`src/lwm_pkg.sv`:
```
// Shared types and constants for the PCM level window meter.
// Widths, register indexes, reset values and the controller/datapath handshake structs.
// No dependencies.
`default_nettype none

package lwm_pkg;

    localparam int SAMPLE_BITS  = 16;
    localparam int LEVEL_W      = 16;
    localparam int COUNT_W      = 32;
    localparam int ENERGY_W     = 62;
    localparam int WIN_ENERGY_W = 46;
    localparam int WIN_CNT_W    = 16;
    localparam int MS_W         = 31;
    localparam int CFG_W        = 16;
    localparam int CFG_IDX_W    = 1;

    // Magnitude compare width covers both the sample magnitude and 16-bit levels
    localparam int CMP_W     = (SAMPLE_BITS > LEVEL_W) ? SAMPLE_BITS : LEVEL_W;
    localparam int SQ_W      = 2 * SAMPLE_BITS;
    localparam int DIV_CNT_W = $clog2(WIN_ENERGY_W + 1);

    localparam logic [CFG_IDX_W-1:0] REG_WINDOW_LENGTH  = 1'd0;
    localparam logic [CFG_IDX_W-1:0] REG_CLIP_THRESHOLD = 1'd1;

    localparam logic [CFG_W-1:0] WINDOW_LENGTH_RST  = 16'd16000;
    localparam logic [CFG_W-1:0] CLIP_THRESHOLD_RST = 16'd32700;

    localparam logic KIND_SAMPLE = 1'b0;
    localparam logic KIND_FLUSH  = 1'b1;

    typedef struct packed {
        logic load;
        logic square;
        logic accum;
        logic div_start;
        logic close;
        logic emit;
    } lwm_cmd_t;

    typedef struct packed {
        logic close_due;
        logic div_busy;
        logic out_free;
    } lwm_status_t;

endpackage

`default_nettype wire

```
`src/lwm_ifs.sv`:
```
// Channel interfaces of the PCM level window meter: input words, result words, config writes.
// Depends on lwm_pkg for field widths.
`default_nettype none

interface lwm_item_if;
    logic                                valid;
    logic                                ready;
    logic                                kind;
    logic signed [lwm_pkg::SAMPLE_BITS-1:0] sample;

    modport source (output valid, output kind, output sample, input ready);
    modport sink (input valid, input kind, input sample, output ready);
endinterface

interface lwm_result_if;
    logic                          valid;
    logic                          ready;
    logic [lwm_pkg::LEVEL_W-1:0]   peak_level;
    logic [lwm_pkg::COUNT_W-1:0]   clip_count;
    logic [lwm_pkg::COUNT_W-1:0]   sample_count;
    logic [lwm_pkg::ENERGY_W-1:0]  energy_total;
    logic                          window_closed;
    logic [lwm_pkg::MS_W-1:0]      window_mean_square;
    logic [lwm_pkg::LEVEL_W-1:0]   window_peak;
    logic [lwm_pkg::MS_W-1:0]      quietest_window;
    logic [lwm_pkg::MS_W-1:0]      loudest_window;
    logic [lwm_pkg::COUNT_W-1:0]   windows_closed;

    modport source (
        output valid, input ready,
        output peak_level, output clip_count, output sample_count, output energy_total,
        output window_closed, output window_mean_square, output window_peak,
        output quietest_window, output loudest_window, output windows_closed
    );
    modport sink (
        input valid, output ready,
        input peak_level, input clip_count, input sample_count, input energy_total,
        input window_closed, input window_mean_square, input window_peak,
        input quietest_window, input loudest_window, input windows_closed
    );
endinterface

interface lwm_cfg_if;
    logic                            valid;
    logic                            ready;
    logic [lwm_pkg::CFG_IDX_W-1:0]   index;
    logic [lwm_pkg::CFG_W-1:0]       data;

    modport source (output valid, output index, output data, input ready);
    modport sink (input valid, input index, input data, output ready);
endinterface

`default_nettype wire

```
`src/lwm_div.sv`:
```
// Restoring divider for the window mean square, one quotient bit per cycle.
// Depends on lwm_pkg for operand widths.
`default_nettype none

module lwm_div (
    input  wire logic                              clk,
    input  wire logic                              rst_n,
    input  wire logic                              start,
    input  wire logic [lwm_pkg::WIN_ENERGY_W-1:0]  dividend,
    input  wire logic [lwm_pkg::WIN_CNT_W-1:0]     divisor,
    output logic                                   busy,
    output logic [lwm_pkg::WIN_ENERGY_W-1:0]       quotient
);
    import lwm_pkg::*;

    logic [WIN_ENERGY_W-1:0] quo_reg, quo_next;
    logic [WIN_CNT_W-1:0]    rem_reg, rem_next;
    logic [WIN_CNT_W-1:0]    dvs_reg;
    logic [DIV_CNT_W-1:0]    cnt_reg, cnt_next;
    logic                    busy_reg, busy_next;
    logic [WIN_CNT_W:0]      trial;
    logic [WIN_CNT_W:0]      diff;
    logic                    fits;

    assign trial = {rem_reg, quo_reg[WIN_ENERGY_W-1]};
    assign diff  = trial - {1'b0, dvs_reg};
    assign fits  = trial >= {1'b0, dvs_reg};

    always_comb
    begin
        quo_next  = quo_reg;
        rem_next  = rem_reg;
        cnt_next  = cnt_reg;
        busy_next = busy_reg;
        if (start)
        begin
            quo_next  = dividend;
            rem_next  = '0;
            cnt_next  = DIV_CNT_W'(WIN_ENERGY_W);
            busy_next = 1'b1;
        end
        else if (busy_reg)
        begin
            // shift in the next dividend bit, subtract when the divisor fits
            rem_next  = fits ? diff[WIN_CNT_W-1:0] : trial[WIN_CNT_W-1:0];
            quo_next  = {quo_reg[WIN_ENERGY_W-2:0], fits};
            cnt_next  = cnt_reg - 1'b1;
            busy_next = (cnt_reg != DIV_CNT_W'(1));
        end
    end

    always_ff @(posedge clk or negedge rst_n)
    begin
        if (!rst_n)
        begin
            busy_reg <= 1'b0;
            cnt_reg  <= '0;
        end
        else
        begin
            busy_reg <= busy_next;
            cnt_reg  <= cnt_next;
        end
    end

    always_ff @(posedge clk)
    begin
        quo_reg <= quo_next;
        rem_reg <= rem_next;
        if (start)
        begin
            dvs_reg <= divisor;
        end
    end

    assign busy     = busy_reg;
    assign quotient = quo_reg;

endmodule

`default_nettype wire

```
`src/lwm_dp.sv`:
```
// Datapath of the PCM level window meter: config registers, level statistics, window
// accumulators, divider and the result register. Depends on lwm_pkg, lwm_ifs, lwm_div.
`default_nettype none

module lwm_dp (
    input  wire logic                                clk,
    input  wire logic                                rst_n,
    input  wire lwm_pkg::lwm_cmd_t                   cmd,
    output lwm_pkg::lwm_status_t                     status,
    input  wire logic                                kind,
    input  wire logic [lwm_pkg::SAMPLE_BITS-1:0]     sample,
    input  wire logic                                cfg_we,
    input  wire logic [lwm_pkg::CFG_IDX_W-1:0]       cfg_index,
    input  wire logic [lwm_pkg::CFG_W-1:0]           cfg_data,
    lwm_result_if.source                             result
);
    import lwm_pkg::*;

    // captured word and squared magnitude
    logic                    kind_reg;
    logic [SAMPLE_BITS-1:0]  sample_reg;
    logic [SAMPLE_BITS-1:0]  mag_reg;
    logic [SQ_W-1:0]         sq_reg;
    logic [SAMPLE_BITS-1:0]  mag;

    logic [CFG_W-1:0] wl_reg;
    logic [CFG_W-1:0] thr_reg;

    logic [LEVEL_W-1:0]      total_peak_reg, total_peak_next;
    logic [COUNT_W-1:0]      total_clips_reg, total_clips_next;
    logic [COUNT_W-1:0]      total_samples_reg, total_samples_next;
    logic [ENERGY_W-1:0]     total_energy_reg, total_energy_next;
    logic [WIN_CNT_W-1:0]    win_samples_reg, win_samples_next;
    logic [WIN_ENERGY_W-1:0] win_energy_reg, win_energy_next;
    logic [LEVEL_W-1:0]      win_peak_reg, win_peak_next;
    logic [MS_W-1:0]         min_reg, min_next;
    logic [MS_W-1:0]         max_reg, max_next;
    logic [COUNT_W-1:0]      tally_reg, tally_next;
    logic                    closed_reg, closed_next;
    logic [MS_W-1:0]         ms_reg, ms_next;
    logic [LEVEL_W-1:0]      wpk_reg, wpk_next;

    logic                    out_valid_reg;
    logic [LEVEL_W-1:0]      o_peak_reg;
    logic [COUNT_W-1:0]      o_clips_reg;
    logic [COUNT_W-1:0]      o_samples_reg;
    logic [ENERGY_W-1:0]     o_energy_reg;
    logic                    o_closed_reg;
    logic [MS_W-1:0]         o_ms_reg;
    logic [LEVEL_W-1:0]      o_wpk_reg;
    logic [MS_W-1:0]         o_min_reg;
    logic [MS_W-1:0]         o_max_reg;
    logic [COUNT_W-1:0]      o_tally_reg;

    logic [WIN_CNT_W-1:0]    ws_inc;
    logic                    close_due;
    logic [ENERGY_W:0]       en_sum;
    logic [MS_W-1:0]         ms_new;
    logic                    div_busy;
    logic [WIN_ENERGY_W-1:0] div_quo;
    logic                    out_free;

    // two's complement magnitude; the most negative code maps to its unsigned value
    assign mag = sample_reg[SAMPLE_BITS-1] ? (~sample_reg + 1'b1) : sample_reg;

    assign ws_inc    = win_samples_reg + 1'b1;
    assign close_due = (kind_reg == KIND_FLUSH) ? (win_samples_reg != '0)
                                                : ((ws_inc >= wl_reg) && (ws_inc != '0));
    assign en_sum    = {1'b0, total_energy_reg} + (ENERGY_W + 1)'(sq_reg);
    assign ms_new    = div_quo[MS_W-1:0];
    assign out_free  = !out_valid_reg || result.ready;

    lwm_div u_div (
        .clk      (clk),
        .rst_n    (rst_n),
        .start    (cmd.div_start),
        .dividend (win_energy_reg),
        .divisor  (win_samples_reg),
        .busy     (div_busy),
        .quotient (div_quo)
    );

    always_comb
    begin
        total_peak_next    = total_peak_reg;
        total_clips_next   = total_clips_reg;
        total_samples_next = total_samples_reg;
        total_energy_next  = total_energy_reg;
        win_samples_next   = win_samples_reg;
        win_energy_next    = win_energy_reg;
        win_peak_next      = win_peak_reg;
        min_next           = min_reg;
        max_next           = max_reg;
        tally_next         = tally_reg;
        closed_next        = closed_reg;
        ms_next            = ms_reg;
        wpk_next           = wpk_reg;

        if (cmd.accum)
        begin
            closed_next = close_due;
            ms_next     = '0;
            wpk_next    = '0;
            if (kind_reg == KIND_SAMPLE)
            begin
                if (CMP_W'(mag_reg) > CMP_W'(total_peak_reg))
                begin
                    total_peak_next = LEVEL_W'(mag_reg);
                end
                if (CMP_W'(mag_reg) > CMP_W'(win_peak_reg))
                begin
                    win_peak_next = LEVEL_W'(mag_reg);
                end
                if ((CMP_W'(mag_reg) >= CMP_W'(thr_reg)) && (total_clips_reg != '1))
                begin
                    total_clips_next = total_clips_reg + 1'b1;
                end
                total_energy_next = en_sum[ENERGY_W] ? '1 : en_sum[ENERGY_W-1:0];
                win_energy_next   = win_energy_reg + WIN_ENERGY_W'(sq_reg);
                if (total_samples_reg != '1)
                begin
                    total_samples_next = total_samples_reg + 1'b1;
                end
                win_samples_next = ws_inc;
            end
        end

        if (cmd.close)
        begin
            ms_next  = ms_new;
            wpk_next = win_peak_reg;
            // first window seeds the quietest value unconditionally
            if ((tally_reg == '0) || (ms_new < min_reg))
            begin
                min_next = ms_new;
            end
            if (ms_new > max_reg)
            begin
                max_next = ms_new;
            end
            if (tally_reg != '1)
            begin
                tally_next = tally_reg + 1'b1;
            end
            win_samples_next = '0;
            win_energy_next  = '0;
            win_peak_next    = '0;
        end
    end

    always_ff @(posedge clk or negedge rst_n)
    begin
        if (!rst_n)
        begin
            wl_reg            <= WINDOW_LENGTH_RST;
            thr_reg           <= CLIP_THRESHOLD_RST;
            total_peak_reg    <= '0;
            total_clips_reg   <= '0;
            total_samples_reg <= '0;
            total_energy_reg  <= '0;
            win_samples_reg   <= '0;
            win_energy_reg    <= '0;
            win_peak_reg      <= '0;
            min_reg           <= '0;
            max_reg           <= '0;
            tally_reg         <= '0;
            out_valid_reg     <= 1'b0;
        end
        else
        begin
            if (cfg_we)
            begin
                case (cfg_index)
                    REG_WINDOW_LENGTH:  wl_reg  <= cfg_data;
                    REG_CLIP_THRESHOLD: thr_reg <= cfg_data;
                    default:            ;
                endcase
            end
            total_peak_reg    <= total_peak_next;
            total_clips_reg   <= total_clips_next;
            total_samples_reg <= total_samples_next;
            total_energy_reg  <= total_energy_next;
            win_samples_reg   <= win_samples_next;
            win_energy_reg    <= win_energy_next;
            win_peak_reg      <= win_peak_next;
            min_reg           <= min_next;
            max_reg           <= max_next;
            tally_reg         <= tally_next;
            if (cmd.emit && out_free)
            begin
                out_valid_reg <= 1'b1;
            end
            else if (result.ready)
            begin
                out_valid_reg <= 1'b0;
            end
        end
    end

    always_ff @(posedge clk)
    begin
        if (cmd.load)
        begin
            kind_reg   <= kind;
            sample_reg <= sample;
        end
        if (cmd.square)
        begin
            mag_reg <= mag;
            sq_reg  <= mag * mag;
        end
        closed_reg <= closed_next;
        ms_reg     <= ms_next;
        wpk_reg    <= wpk_next;
        // load the result word only once the previous one has left
        if (cmd.emit && out_free)
        begin
            o_peak_reg    <= total_peak_reg;
            o_clips_reg   <= total_clips_reg;
            o_samples_reg <= total_samples_reg;
            o_energy_reg  <= total_energy_reg;
            o_closed_reg  <= closed_reg;
            o_ms_reg      <= ms_reg;
            o_wpk_reg     <= wpk_reg;
            o_min_reg     <= min_reg;
            o_max_reg     <= max_reg;
            o_tally_reg   <= tally_reg;
        end
    end

    assign status.close_due = close_due;
    assign status.div_busy  = div_busy;
    assign status.out_free  = out_free;

    assign result.valid              = out_valid_reg;
    assign result.peak_level         = o_peak_reg;
    assign result.clip_count         = o_clips_reg;
    assign result.sample_count       = o_samples_reg;
    assign result.energy_total       = o_energy_reg;
    assign result.window_closed      = o_closed_reg;
    assign result.window_mean_square = o_ms_reg;
    assign result.window_peak        = o_wpk_reg;
    assign result.quietest_window    = o_min_reg;
    assign result.loudest_window     = o_max_reg;
    assign result.windows_closed     = o_tally_reg;

endmodule

`default_nettype wire

```
`src/lwm_ctrl.sv`:
```
// Controller of the PCM level window meter: sequences capture, square, accumulate,
// divide, close and emit. Depends on lwm_pkg for the command and status structs.
`default_nettype none

module lwm_ctrl (
    input  wire logic                  clk,
    input  wire logic                  rst_n,
    input  wire logic                  in_valid,
    output logic                       in_ready,
    input  wire lwm_pkg::lwm_status_t  status,
    output lwm_pkg::lwm_cmd_t          cmd
);
    import lwm_pkg::*;

    localparam logic [2:0] S_IDLE      = 3'd0;
    localparam logic [2:0] S_SQUARE    = 3'd1;
    localparam logic [2:0] S_ACCUM     = 3'd2;
    localparam logic [2:0] S_DIV_START = 3'd3;
    localparam logic [2:0] S_DIV_WAIT  = 3'd4;
    localparam logic [2:0] S_CLOSE     = 3'd5;
    localparam logic [2:0] S_EMIT      = 3'd6;

    logic [2:0] state_reg, state_next;

    always_comb
    begin
        state_next = state_reg;
        cmd        = '0;
        in_ready   = 1'b0;
        case (state_reg)
            S_IDLE:
            begin
                in_ready = 1'b1;
                if (in_valid)
                begin
                    cmd.load   = 1'b1;
                    state_next = S_SQUARE;
                end
            end
            S_SQUARE:
            begin
                cmd.square = 1'b1;
                state_next = S_ACCUM;
            end
            S_ACCUM:
            begin
                cmd.accum  = 1'b1;
                state_next = status.close_due ? S_DIV_START : S_EMIT;
            end
            S_DIV_START:
            begin
                cmd.div_start = 1'b1;
                state_next    = S_DIV_WAIT;
            end
            S_DIV_WAIT:
            begin
                if (!status.div_busy)
                begin
                    state_next = S_CLOSE;
                end
            end
            S_CLOSE:
            begin
                cmd.close  = 1'b1;
                state_next = S_EMIT;
            end
            S_EMIT:
            begin
                // hold here while the receiver still holds the previous word
                cmd.emit = 1'b1;
                if (status.out_free)
                begin
                    state_next = S_IDLE;
                end
            end
            default:
            begin
                state_next = S_IDLE;
            end
        endcase
    end

    always_ff @(posedge clk or negedge rst_n)
    begin
        if (!rst_n)
        begin
            state_reg <= S_IDLE;
        end
        else
        begin
            state_reg <= state_next;
        end
    end

endmodule

`default_nettype wire

```
`src/pcm_level_window_meter_core.sv`:
```
// PCM level window meter, top level: joins the controller and the datapath.
// Depends on lwm_pkg, lwm_ifs, lwm_ctrl, lwm_dp.
//
// Usage:
//   item   : one word per PCM sample (kind = 0) or a flush of the partial window
//            (kind = 1). Taken on valid && ready.
//   result : exactly one word per item, in order: running peak, clip, sample and
//            energy totals, plus the closed window's mean square, peak and the
//            quietest/loudest window values.
//   cfg    : index 0 writes window_length, index 1 clip_threshold. Always ready;
//            write only while no item is in flight.
// Sequence: an item that closes no window passes the square, accumulate and emit steps
//   before it reaches the result register; the next item is taken only back in idle.
//   A closing item adds the divider load, the restoring divider (one quotient bit per
//   cycle over the 46-bit window energy), a wait state to see it done and the close
//   update.
// Reset: all statistics clear to zero, window_length = 16000, clip_threshold = 32700.
// Stall: the result sits in an output register; the next item is still accepted
//   and processed, and waits in its last step until that register is free.
`default_nettype none

module pcm_level_window_meter_core (
    input  wire logic     clk,
    input  wire logic     rst_n,
    lwm_item_if.sink      item,
    lwm_result_if.source  result,
    lwm_cfg_if.sink       cfg
);
    import lwm_pkg::*;

    lwm_cmd_t    cmd;
    lwm_status_t status;
    logic        in_ready;

    assign item.ready = in_ready;
    assign cfg.ready  = 1'b1;

    lwm_ctrl u_ctrl (
        .clk      (clk),
        .rst_n    (rst_n),
        .in_valid (item.valid),
        .in_ready (in_ready),
        .status   (status),
        .cmd      (cmd)
    );

    lwm_dp u_dp (
        .clk       (clk),
        .rst_n     (rst_n),
        .cmd       (cmd),
        .status    (status),
        .kind      (item.kind),
        .sample    (item.sample),
        .cfg_we    (cfg.valid && cfg.ready),
        .cfg_index (cfg.index),
        .cfg_data  (cfg.data),
        .result    (result)
    );

endmodule

`default_nettype wire

```
`src/flat_wrapper.sv`:
```
// flat-port wrapper written by rule: the top's interface ports become plain ports
module pcm_level_window_meter_core_flat import lwm_pkg::*;
  (clk, rst_n, item_valid, item_kind, item_sample, item_ready, result_valid, result_ready, result_peak_level, result_clip_count, result_sample_count, result_energy_total, result_window_closed, result_window_mean_square, result_window_peak, result_quietest_window, result_loudest_window, result_windows_closed, cfg_valid, cfg_index, cfg_data, cfg_ready);
  lwm_item_if item_i ();
  lwm_result_if result_i ();
  lwm_cfg_if cfg_i ();
  input  wire logic clk;
  input  wire logic rst_n;
  input wire logic [$bits(item_i.valid)-1:0] item_valid;
  input wire logic [$bits(item_i.kind)-1:0] item_kind;
  input wire logic [$bits(item_i.sample)-1:0] item_sample;
  output wire logic [$bits(item_i.ready)-1:0] item_ready;
  output wire logic [$bits(result_i.valid)-1:0] result_valid;
  input wire logic [$bits(result_i.ready)-1:0] result_ready;
  output wire logic [$bits(result_i.peak_level)-1:0] result_peak_level;
  output wire logic [$bits(result_i.clip_count)-1:0] result_clip_count;
  output wire logic [$bits(result_i.sample_count)-1:0] result_sample_count;
  output wire logic [$bits(result_i.energy_total)-1:0] result_energy_total;
  output wire logic [$bits(result_i.window_closed)-1:0] result_window_closed;
  output wire logic [$bits(result_i.window_mean_square)-1:0] result_window_mean_square;
  output wire logic [$bits(result_i.window_peak)-1:0] result_window_peak;
  output wire logic [$bits(result_i.quietest_window)-1:0] result_quietest_window;
  output wire logic [$bits(result_i.loudest_window)-1:0] result_loudest_window;
  output wire logic [$bits(result_i.windows_closed)-1:0] result_windows_closed;
  input wire logic [$bits(cfg_i.valid)-1:0] cfg_valid;
  input wire logic [$bits(cfg_i.index)-1:0] cfg_index;
  input wire logic [$bits(cfg_i.data)-1:0] cfg_data;
  output wire logic [$bits(cfg_i.ready)-1:0] cfg_ready;
  assign item_i.valid = item_valid;
  assign item_i.kind = item_kind;
  assign item_i.sample = item_sample;
  assign item_ready = item_i.ready;
  assign result_valid = result_i.valid;
  assign result_i.ready = result_ready;
  assign result_peak_level = result_i.peak_level;
  assign result_clip_count = result_i.clip_count;
  assign result_sample_count = result_i.sample_count;
  assign result_energy_total = result_i.energy_total;
  assign result_window_closed = result_i.window_closed;
  assign result_window_mean_square = result_i.window_mean_square;
  assign result_window_peak = result_i.window_peak;
  assign result_quietest_window = result_i.quietest_window;
  assign result_loudest_window = result_i.loudest_window;
  assign result_windows_closed = result_i.windows_closed;
  assign cfg_i.valid = cfg_valid;
  assign cfg_i.index = cfg_index;
  assign cfg_i.data = cfg_data;
  assign cfg_ready = cfg_i.ready;
  pcm_level_window_meter_core u_core (.clk(clk), .rst_n(rst_n), .item(item_i), .result(result_i), .cfg(cfg_i));
endmodule
```
`config.mk`:
```
export PLATFORM = sky130hd
export DESIGN_NAME = pcm_level_window_meter_core_flat
export DESIGN_NICKNAME = d
export VERILOG_FILES = /design/src/lwm_pkg.sv /design/src/lwm_ifs.sv /design/src/lwm_div.sv /design/src/lwm_dp.sv /design/src/lwm_ctrl.sv /design/src/pcm_level_window_meter_core.sv /design/src/flat_wrapper.sv
export SDC_FILE = /design/constraint.sdc
export NUM_CORES = 2
export LEC_CHECK = 0
export BUFFER_PORTS_ARGS = -buffer_cell sky130_fd_sc_hd__clkbuf_2
export CAP_MARGIN = 20
export CORE_MARGIN = 2
export CORE_UTILIZATION = 35
export CTS_BUF_LIST = sky130_fd_sc_hd__clkbuf_2 sky130_fd_sc_hd__clkbuf_4 sky130_fd_sc_hd__clkbuf_8
export CTS_CLUSTER_DIAMETER = 150
export DETAILED_ROUTE_END_ITERATION = 6
export GPL_ROUTABILITY_DRIVEN = 0
export HOLD_SLACK_MARGIN = 0.08
export PLACE_DENSITY = 0.59
export SLEW_MARGIN = 20
export SYNTH_ARGS = -nofsm -noshare
export SYNTH_HDL_FRONTEND = slang
export SYNTH_SLANG_ARGS = --single-unit
```
`constraint.sdc`:
```
create_clock -name clk -period 25.4 [get_ports clk]
set_clock_uncertainty 0.05 [all_clocks]
set_input_delay 5.08 -clock clk [delete_from_list [all_inputs] [get_ports clk]]
set_output_delay 5.08 -clock clk [all_outputs]
set_load 0.005 [all_outputs]
```
Word-level counts from Yosys, hierarchy flattened
Cells that the tools add are included.
{"block": "classes", "n_addsub": 9, "n_mul": 1, "magnitude_cmp": 7, "n_eq_ne": 14, "n_mux": 39, "n_bitwise": 3, "reduce_logical": 26}
{"operator": "$mux W46", "count": 5}
{"operator": "$mux W16", "count": 11}
{"operator": "$add A32 B1 Y32 const B", "count": 3}
{"operator": "$ne A32 B32 Y1 const B", "count": 3}
{"operator": "$add A62 B32 Y63", "count": 1}
{"operator": "$mux W31", "count": 2}
{"operator": "$mux W62", "count": 1}
{"operator": "$add A46 B32 Y46", "count": 1}
{"operator": "$add A16 B1 Y16 const B", "count": 2}
{"operator": "$ge A16 B16 Y1", "count": 2}
{"operator": "$gt A16 B16 Y1", "count": 2}
{"operator": "$logic_not A32 Y1", "count": 1}
{"operator": "$mul A16 B16 Y32", "count": 1}
{"operator": "$reduce_bool A16 Y1", "count": 2}
{"operator": "$gt A31 B31 Y1", "count": 1}
{"operator": "$lt A31 B31 Y1", "count": 1}
{"operator": "$pmux W3 S7", "count": 1}
{"operator": "$ge A17 B16 Y1", "count": 1}
{"operator": "$not A16 Y16", "count": 1}
{"operator": "$sub A16 B16 Y16", "count": 1}
{"operator": "$reduce_and A3 Y1", "count": 5}
{"operator": "$reduce_and A2 Y1", "count": 7}
{"operator": "$mux W1", "count": 13}
{"operator": "$mux W3", "count": 4}
{"operator": "other kinds (14)", "count": 27}
{"block": "totals", "ff_bits": 832, "input_bits": 39, "out_inout_bits": 287, "wordCells": 135}

Longest topological paths before layout
{"block": "logic_depth", "depth_word": 6, "ltp_mapped": 30, "ltp_nobuf": 29}

Cells and area by module
Synthesis repeated with hierarchy kept, for this count alone.
{"block": "unflattened", "cells_unflattened": 3889, "area_unflattened_um2": 45424.8}
{"module": "lwm_dp", "n_inst": 1, "cells_each": 3501, "area_each_um2": 40830.4, "seq_area_each_um2": 20567.2}
{"module": "lwm_div", "n_inst": 1, "cells_each": 359, "area_each_um2": 4362.9, "seq_area_each_um2": 2357.3}
{"module": "lwm_ctrl", "n_inst": 1, "cells_each": 27, "area_each_um2": 220.2, "seq_area_each_um2": 75.1}
{"module": "pcm_level_window_meter_core", "n_inst": 1, "cells_each": 2, "area_each_um2": 11.3, "seq_area_each_um2": 0.0}

Least setup slack after synthesis
OpenSTA, ideal clock, no wires.
{"block": "synth_path", "path_kind": "input -> register", "startpoint": "input result_ready", "endpoint": "register u_core.u_dp.o_clips_reg[0], in the netlist u_core.u_dp.result.clip_count[0] (enable)", "setup_ps": 683, "arrival_time_ps": 11749, "required_time_ps": 24667, "path_slack_ps": 12918, "path_stages": 2, "path_buffers": 0, "path_cell_list": "nand2b_1 > and3_1"}
{"block": "synth_between", "elab_chain_cells": 2}
{"element": "start, declared", "line_no": "flat_wrapper.sv:14", "source": "input wire logic [$bits(result_i.ready)-1:0] result_ready;"}
{"element": "$logic_or A1 B1 Y1", "line_no": "lwm_dp.sv:71", "source": "assign out_free = !out_valid_reg || result.ready;"}
{"element": "$logic_and A1 B1 Y1", "line_no": "lwm_dp.sv:216", "source": "if (cmd.emit && out_free)"}
{"element": "end signal, assigned", "line_no": "lwm_dp.sv:219", "source": "o_clips_reg <= total_clips_reg;"}
{"element": "end, declared", "line_no": "lwm_dp.sv:45", "source": "logic [COUNT_W-1:0] o_clips_reg;"}
Every way passes these cells.
A chain may end at the register's enable or synchronous reset.

Worst setup path in the final report
{"block": "layout_path", "startpoint": "register u_core.u_dp.sample_reg[0]", "endpoint": "register u_core.u_dp.sq_reg[28] (data pin)"}
{"block": "layout_between", "elab_chain_cells": 4}
{"element": "start, declared", "line_no": "lwm_dp.sv:21", "source": "logic [SAMPLE_BITS-1:0] sample_reg;"}
{"element": "start signal, assigned", "line_no": "lwm_dp.sv:205", "source": "sample_reg <= sample;"}
{"element": "$not A16 Y16", "line_no": "lwm_dp.sv:64", "source": "assign mag = sample_reg[SAMPLE_BITS-1] ? (~sample_reg + 1'b1) : sample_reg;"}
{"element": "$add A16 B1 Y16", "line_no": "lwm_dp.sv:64"}
{"element": "$mux W16", "line_no": "lwm_dp.sv:64"}
{"element": "named net u_core.u_dp.mag[12]", "line_no": "lwm_dp.sv:24", "source": "logic [SAMPLE_BITS-1:0] mag;"}
{"element": "$mul A16 B16 Y32", "line_no": "lwm_dp.sv:210", "source": "sq_reg <= mag * mag;"}
{"element": "end signal, assigned", "line_no": "lwm_dp.sv:210"}
{"element": "end, declared", "line_no": "lwm_dp.sv:23", "source": "logic [SQ_W-1:0] sq_reg;"}
The timed path passes the listed nets, and every way through them passes these cells.

==> impl_metrics.tcl <==
set metrics [dict create \
    numCtsBuffers 148 \
    coreArea_sq_mm 0.1296 \
    die_w_um 365.8 \
    dp_hpwl_um 82470 \
    clk_latency_ns 0.89 \
    fp.dieH_um 365.8 \
    crit_top_cell "fa_1" \
    grtUsageMet3 0.03429 \
    yosysTopAreaCell "edfxtp_1" \
    die_area_sq_mm 0.1338 \
    globalRouteOverflowTotal 0 \
    worstSetupPathType "flip-flop to flip-flop" \
    met1_usage 0.2250 \
    core.rowCount 132 \
    synth_edf_count 457 \
    synth_top_area_frac 0.2995 \
    hold_buffers 0 \
    hp-class "flip-flop to flip-flop" \
    worst_slew_pin_slew_ns 1.146 \
    grt_max_degree 116 \
    rsz0062_at_grt "no" \
    multiInputGateArea_sq_mm 0.02070 \
    routedWlPerCell_um 17.75 \
    cts-root-buf "clkbuf_8" \
    post_cts_resized 0 \
    cp.arrival_ns 9.49 \
    start_util 0.3534 \
    cts_buffer_depth 3 \
    met2_usage 0.2763 \
    drive_gt1_frac 0.1709 \
    pin_count 326 \
    clk_pin_slew_ns 0.07 \
    timing.slew.headroom 0.2361 \
    syn_area_sq_mm 0.04581 \
    max_freq_ghz 0.1115 \
    ff_latch_area_sq_mm 0.02300 \
    vias 31290 \
    slew_viol_final 0 \
    vias_per_cell 4.937 \
    crit_path_end_kind "flip-flop" \
    fin_setup_tns_ns 0 \
    post_cts_buffers 0 \
    antenna_found_initial 2 \
    synth_cell_types 99 \
    crit_fanout 16 \
    maxCapViolations 0 \
    async_flop_share 0.4301 \
    drt-total-wl_um 112500 \
    drt_iter0_drc 2091 \
    first_pass_iters 5 \
    cts_tree "yes" \
    slowest_delay_ns 0.63 \
    crit_slowest_cell "o32ai_1" \
    grt_pass1_vias 31760 \
    syn_inst 4083 \
    worstSetupStartpointType "flip-flop" \
    yosys-top-cells-area "edfxtp_1, dfrtp_1, ha_1" \
    nets 4986 \
    synth_seq_cells 830 \
    grtUsageTotal 0.1693 \
    numClockSinks 830 \
    final.min_clock_period_ns 8.972 \
    syn_area_per_cell_sq_um 11.22 \
    drc 0 \
    antenna_left 0 \
    setup_viol 0 \
    yosysWarnings 0 \
    portBuffers 324 \
    syn_to_final_growth_pct 15.02 \
    grt_busiest_layer "met2" \
    critPathRequiredTime_ns 25.92 \
    grt_pass1_wl_um 178900 \
    status "complete, no violations" \
    cts_max_level 4 \
    fillers 12470 \
    synthFlopType "edfxtp_1" \
    hold_viol 0 \
    yosysSeqAreaShare 0.5020 \
    finalCritPeriodShare 0.3532 \
]
cell families (layout without fill, tap and decap cells):
logic type                 Yosys count  in the layout  synth area share
and+or+nand+nor                   1173           1173            0.1241
DFF                                830            830            0.5020
AOI/OAI and AO/OA                  647            647           0.08846
buffers and inverters              576           1077           0.04864
adders and majority gates          477            477            0.1573
xor gates and xnor gates           229            229           0.04394
muxes                              149            149           0.03531
other                                2             14         0.0001639
routing by layer:
metal,vias to the layer above,routed length (um)
met5,-,48
met2,741,52970
met3,167,5347
li1,15030,-
met4,2,2809
met1,15350,51360
cell usage after synthesis (19+ instances only):
cell and number:
mux2i_1 48, mux2_2 98, nor2_1 189, o211ai_1 27, o21a_1 19, xnor2_1 159, and2_1 45, a211oi_1 20
o21ai_0 168, nand3_1 115, ha_1 312, nand4_1 86, fa_1 165, and4_1 26, nor2b_1 32, inv_1 437
a21o_1 66, a31oi_1 26, nand2_1 477, nor3_1 45, o21ai_1 29, clkbuf_1 99, and3_1 55, a21oi_1 178
edfxtp_1 457, xor2_1 69, dfrtp_1 339, nand2b_1 21
worst max-delay path, delay by kind of cell (launching register included):
kind / cells / cell delay, ns
AND/OR/NAND/NOR: 5 / 0.78
buffers and inverters: 5 / 1.15
adder cells (fa/ha/maj): 8 / 3.65
flip-flops: 1 / 0.50
AO/OA/AOI/OAI: 6 / 1.96
XOR/XNOR: 1 / 0.57
cell type report:
cell class | instances | share of cell area
tap | 1742 | 0.04136
clock buffer | 209 | 0.04913
inverter | 447 | 0.03184
multi-input combinational | 2687 | 0.3929
sequential | 830 | 0.4365
clock inverter | 65 | 0.01266
timing repair buffer | 356 | 0.03552
antenna | 2 | 0.00009498
path summary, 6_finish.rpt:
| check | from | end | slack [ns] | cells after the start |
|---|---|---|---|---|
| max | u_core.u_dp.sample_reg[0]$_DFFE_PP_ | u_core.u_dp.sq_reg[28]$_DFFE_PP_ | 16.43 | 25 |
| min | u_core.u_dp.wpk_reg[2]$_SDFFCE_PP0P_ | u_core.u_dp.result.window_peak[2]$_DFFE_PP_ | 0.35 | 0 |
| max reg2reg | u_core.u_dp.sample_reg[0]$_DFFE_PP_ | u_core.u_dp.sq_reg[28]$_DFFE_PP_ | 16.43 | 25 |
| min reg2reg | u_core.u_dp.wpk_reg[2]$_SDFFCE_PP0P_ | u_core.u_dp.result.window_peak[2]$_DFFE_PP_ | 0.35 | 0 |
| max in group asynchronous | rst_n | u_core.u_dp.total_peak_reg[11]$_DFFE_PN0P_ | 18.87 | 3 |
| min in group asynchronous | rst_n | u_core.u_dp.min_reg[2]$_DFFE_PN0P_ | 4.27 | 1 |
placed cells by master, fill, tap and decap left out, types with 20 or more instances in the layout:
master,count
edfxtp_1,457
o21ai_1,28
mux2i_1,48
nor3_1,44
xor2_1,69
nor2b_1,30
clkbuf_2,323
nand4_1,86
inv_1,436
and4_1,26
xnor2_1,159
and2_1,45
a21oi_1,178
o21ai_0,168
mux2_2,98
buf_4,32
fa_1,165
clkbuf_8,163
clkinv_1,20
dfrtp_1,339
a21o_1,66
nand3_1,115
and3_1,54
a31oi_1,26
a211oi_1,20
clkinv_2,20
ha_1,312
o211ai_1,27
nand2_1,475
nor2_1,189
clkbuf_4,46
per-stage QoR:
step / area [sq um] / instances / hold slack [ns] / utilization / setup slack (ns)
2_1_floorplan: 45850 / 4093 / 0.3503 / - / 12.92
3_3_place_gp: 49430 / 6062 / 0.3508 / 0.3812 / 16.84
3_5_place_dp: 49430 / 6062 / 0.3557 / 0.3812 / 16.48
4_1_cts: 52680 / 6336 / 0.3657 / 0.4064 / 16.45
5_1_grt: 52690 / 6337 / 0.3687 / 0.4064 / 15.61
6_report: 52690 / 6338 / 0.3472 / 0.4064 / 16.43
Power is not shown: default switching activity piles up to over one toggle a cycle in this logic, so the estimate is an artifact.
